### config.mk
export PLATFORM = sky130hd
export DESIGN_NAME = dsbf_blend
export DESIGN_NICKNAME = d
export VERILOG_FILES = /design/src/hw/rtl/dsbf_pkg.sv /design/src/hw/rtl/dsbf_blend.sv
export SDC_FILE = /design/constraint.sdc
export NUM_CORES = 2
export LEC_CHECK = 0
export BUFFER_PORTS_ARGS = -buffer_cell sky130_fd_sc_hd__buf_2
export CAP_MARGIN = 10
export CORE_ASPECT_RATIO = 0.6
export CORE_UTILIZATION = 60
export CTS_CLUSTER_SIZE = 25
export DETAILED_ROUTE_END_ITERATION = 8
export PLACE_DENSITY = 0.77
export SLEW_MARGIN = 20
export SYNTH_ARGS = -nofsm -noshare
export SYNTH_HDL_FRONTEND = slang
export SYNTH_SLANG_ARGS = --single-unit
### constraint.sdc
create_clock -name clk_i -period 9.5 [get_ports clk_i]
set_input_delay 1.425 -clock clk_i [delete_from_list [all_inputs] [get_ports clk_i]]
set_output_delay 1.425 -clock clk_i [all_outputs]
set_load 0.1 [all_outputs]
### src/hw/rtl/dsbf_pkg.sv
// Shared types and constants for the diagonal sharpen blend filter.
`default_nettype none

package dsbf_pkg;

  // Line store geometry: one memory per row slot, one entry per column
  localparam int unsigned MaxWidth = 1024;
  localparam int unsigned ColW     = 10;
  localparam int unsigned RowW     = 15;

  // Strength limit and reciprocal for floor(x * 64 / 25) as (x * Div25Recip) >> Div25Shift
  localparam logic [6:0]  StrengthMax = 7'd100;
  localparam logic [21:0] Div25Recip  = 22'd2684355;
  localparam int unsigned Div25Shift  = 20;

  // Register reset values
  localparam logic [10:0] WidthReset    = 11'd64;
  localparam logic [14:0] HeightReset   = 15'd64;
  localparam logic [6:0]  StrengthReset = 7'd50;

  // Register indexes on the configuration port
  typedef enum logic [1:0] {
    CfgImageWidth  = 2'd0,
    CfgImageHeight = 2'd1,
    CfgStrength    = 2'd2
  } cfg_reg_e;

  // Packed RGB pixel, red in the top byte
  typedef logic [23:0] rgb_t;

  typedef struct packed {
    logic [7:0] red_in;
    logic [7:0] green_in;
    logic [7:0] blue_in;
  } pix_in_t;

  typedef struct packed {
    logic [7:0]      red_out;
    logic [7:0]      green_out;
    logic [7:0]      blue_out;
    logic [ColW-1:0] out_col;
    logic [RowW-1:0] out_row;
    logic            last_of_item;
  } pix_out_t;

endpackage

`default_nettype wire

### src/hw/rtl/dsbf_blend.sv
// Per-channel sharpen, clamp and strength blend, with a register between the multiplies.
`default_nettype none

module dsbf_blend (
  input  wire logic           clk_i,
  input  wire logic           en_i,
  input  wire dsbf_pkg::rgb_t ul_i,
  input  wire dsbf_pkg::rgb_t m_i,
  input  wire dsbf_pkg::rgb_t lr_i,
  input  wire logic [6:0]     s_i,
  output dsbf_pkg::rgb_t      px_o
);

  logic [6:0] s_inv;

  assign s_inv = dsbf_pkg::StrengthMax - s_i;

  for (genvar k = 0; k < 3; k++) begin : g_chan
    logic        [7:0]  ul, m, lr, vc;
    logic        [9:0]  m3;
    logic signed [10:0] v;
    logic        [14:0] x1_d, x1_q, x2_d, x2_q;
    logic        [36:0] p1, p2;
    logic        [15:0] q1, q2, sum;

    assign ul = ul_i[8*k +: 8];
    assign m  = m_i[8*k +: 8];
    assign lr = lr_i[8*k +: 8];

    // Sharpen: three times the centre less the two diagonal neighbours, clamped
    assign m3 = {2'b00, m} + {1'b0, m, 1'b0};
    assign v  = $signed({1'b0, m3}) - $signed({3'b000, ul}) - $signed({3'b000, lr});

    always_comb begin
      if (v < 0) begin
        vc = 8'd0;
      end else if (v > 11'sd255) begin
        vc = 8'd255;
      end else begin
        vc = v[7:0];
      end
    end

    // Weight by strength and by its complement
    assign x1_d = 15'(vc) * 15'(s_i);
    assign x2_d = 15'(m) * 15'(s_inv);

    always_ff @(posedge clk_i) begin
      if (en_i) begin
        x1_q <= x1_d;
        x2_q <= x2_d;
      end
    end

    // Scale by 256/100 with floor, then sum and drop the fraction
    assign p1  = 37'(x1_q) * 37'(dsbf_pkg::Div25Recip);
    assign p2  = 37'(x2_q) * 37'(dsbf_pkg::Div25Recip);
    assign q1  = p1[dsbf_pkg::Div25Shift +: 16];
    assign q2  = p2[dsbf_pkg::Div25Shift +: 16];
    assign sum = q1 + q2;

    assign px_o[8*k +: 8] = sum[15:8];
  end

endmodule

`default_nettype wire

==> results.toml <==
[sta]
fin_crit_sh = 1.00
timing.final.ws_setup_ns = -0.0468
rsz0062_at_grt = "yes"
fin_crit_ns = 9.55
drv_slew = 0
holdWs_ns = 1.52
hold_viol_final = 0
finalSetupViolCount = 2
tightestPinTransition_ns = 0.930
slew_headroom = 0.376
fmax_mhz = 105

[clock_network]
cts.sinks = 90
cts_buffers = 9
cts_root_buffer = "clkbuf_16"
cts_tree = "built"
clkTransAtPathRegs_ns = 0.08
h-tree-depth = 3
clockBufferDepth = 2

[die]
placementRows = 77
initial_core_util = 0.612
core_area_um2 = 74300
die_h_um = 215
die_width_um = 357
pin_count = 105
dieArea_um2 = 76900

[route]
wl_um = 112000
via_per_inst = 5.46
drtPass1Iterations = 7
routedWlPerCell_um = 19.3
vias = 31800
ant_nets = 0
drc_errors = 0
drt_iter0_drc = 2322

[synthesis]
seq_area_frac_synth = 0.0594
yosys.area.top_type = "fa_1"
synthesis.nets = 6549
synth_top_cell_area_share = 0.357
synthArstFlopShare = 0
syn_area_um2 = 45500
ys_ff_latch = 90
syn_avg_cell_area_um2 = 10.0
synthCells = 4550
synthDistinctLibCells = 74
synthTopCellsByCount = "inv_1 (1165), ha_1 (1108), fa_1 (810), nor2_1 (208), nand2_1 (167)"
synth_edf_count = 90
yosysWarningCount = 0
synthFlopType = "edfxtp_1"
yosysMostFrequentCell = "inv_1"
synth_area_leaders = "fa_1 (36%), ha_1 (30%), inv_1 (9.6%), edfxtp_1 (5.9%), xnor2_1 (3.0%)"

[finish]
drive_gt1_frac = 0.112
num-nets-final = 6823
fin_cells = 5821
syn_to_final_growth_pct = 10.3
nFillCells = 5781

[status]
violations = "setup timing"
status = "finished with violations"

[hold_path]
holdCritPathClass = "in -> reg"

[global_route]
grt_first_pass_wirelength_um = 179000
antenna_found_initial = 8
grt_util_all_layers = 0.298
grt_overflow = 0
grt_max_degree = 61
grt_pass1_vias = 33200

[run]
maxCapViolCount = 0

[critical_path]
required_ns = 8.08
cp.arrival_ns = 8.12
crit_fanout = 5
worst_setup_path_end_kind = "output port"
crit_type = "reg -> out"
critical_path.startpoint_type = "flop"

[placement]
portBuffers = 104
place_congestion = 1.04
post-place-cells = 5675
dp_hpwl_um = 98500
==> routing by layer <==
layer | track usage | part of all wire | vias to the layer above
met5 | 0 | 0.00038 | -
met4 | 0.0272 | 0.0096 | 8
met3 | 0.108 | 0.12 | 88
met2 | 0.404 | 0.39 | 1125
met1 | 0.465 | 0.48 | 15600
li1 | - | - | 14900
==> per-stage QoR <==
| stage | cell area (µm²) | utilization | TNS (ns) | worst slack, ns |
|---|---|---|---|---|
| 3_5_place_dp | 47800 | 0.644 | -0.0468 | -0.0468 |
| 6_report | 50100 | 0.675 | -0.0693 | -0.0468 |
| 3_3_place_gp | 47800 | 0.644 | 0 | 0.0960 |
| 5_1_grt | 50100 | 0.675 | -1.63 | -0.267 |
| 4_1_cts | 48500 | 0.653 | -0.0483 | -0.0217 |
| 2_1_floorplan | 45500 | - | -0.00924 | -0.00924 |
==> layout by cell type (no fill, tap or decap), drive strengths merged, types with 4 or more instances in the layout <==
cell type	synthesis	layout
a211oi	13	13
a21o	58	58
a21oi	149	149
a311oi	4	4
a31oi	10	10
a41o	4	4
a41oi	6	6
and2	113	113
and3	6	6
buf	1	283
clkbuf	22	12
diode	0	5
edfxtp	90	90
fa	810	810
ha	1108	1108
inv	1165	1168
nand2	167	167
nand2b	26	26
nand3	25	25
nand3b	4	4
nand4	12	12
nor2	208	208
nor2b	30	30
nor3	18	18
o211ai	8	8
o21a	51	51
o21ai	71	71
o21bai	31	31
o31a	4	4
o31ai	14	14
or2	53	53
or3	7	7
xnor2	157	157
xor2	57	57
==> final timing paths <==
check | cells after the start | from | to
worst min-delay path | 1 | en_i | g_chan[1].x2_q[12]
worst max-delay path | 27 | g_chan[2].x1_q[9] | px_o[23]
==> logic make-up (layout without fill, tap and decap cells) <==
kind of cell             after synthesis  after routing  synth area share
adder cells (fa/ha/maj)             1918           1918             0.661
buffers and inverters               1188           1467            0.0980
AND/OR/NAND/NOR                      679            679            0.0725
AO/OA/AOI/OAI                        458            458            0.0662
XOR/XNOR                             216            216            0.0422
flip-flops                            90             90            0.0594
multiplexers                           1              1          0.000248
other                                  0              5                 0
==> repair_timing <==
item	CTS	global route
hold buffers	0	0
setup buffers	35	92
pin swaps	13	106
resized for setup	34	188
setup endpoints to repair	15	26
==> registers in the layout, indices dropped and copies added, names as in the netlist <==
name / flops
g_chan.x2_q: 45
g_chan.x1_q: 45
==> worst max-delay path: stages, from the launching register on <==
cell	delay, ns
edfxtp_1	0.49
ha_1	0.43
fa_1	0.59
inv_1	0.07
fa_1	0.54
fa_1	0.50
inv_1	0.05
fa_1	0.46
fa_1	0.56
ha_4	0.21
a22o_1	0.21
nor4_2	0.35
o211ai_1	0.17
o221ai_2	0.34
o31ai_4	0.10
o31a_1	0.27
a21o_1	0.21
a21o_4	0.22
a31o_4	0.23
xor2_2	0.14
ha_1	0.33
o21ai_1	0.08
nor2_1	0.06
a221o_2	0.41
nand4_1	0.11
nand4b_1	0.10
xnor3_1	0.28
buf_12	0.19
==> area by class of cell <==
type | count | area, µm² | share of cell area
multi-input cells | 3272 | 39400 | 0.786
inverters | 1165 | 4370 | 0.0872
clock inverters | 7 | 61.3 | 0.00122
repair buffers | 286 | 2110 | 0.0421
well taps | 987 | 1230 | 0.0246
clock buffers | 9 | 225 | 0.00449
flip-flops and latches | 90 | 2700 | 0.0539
diodes | 5 | 12.5 | 0.000250
Power is left out: the tool's default activity adds up to more than one toggle a clock period on the data nets, which glitch-free logic cannot reach.
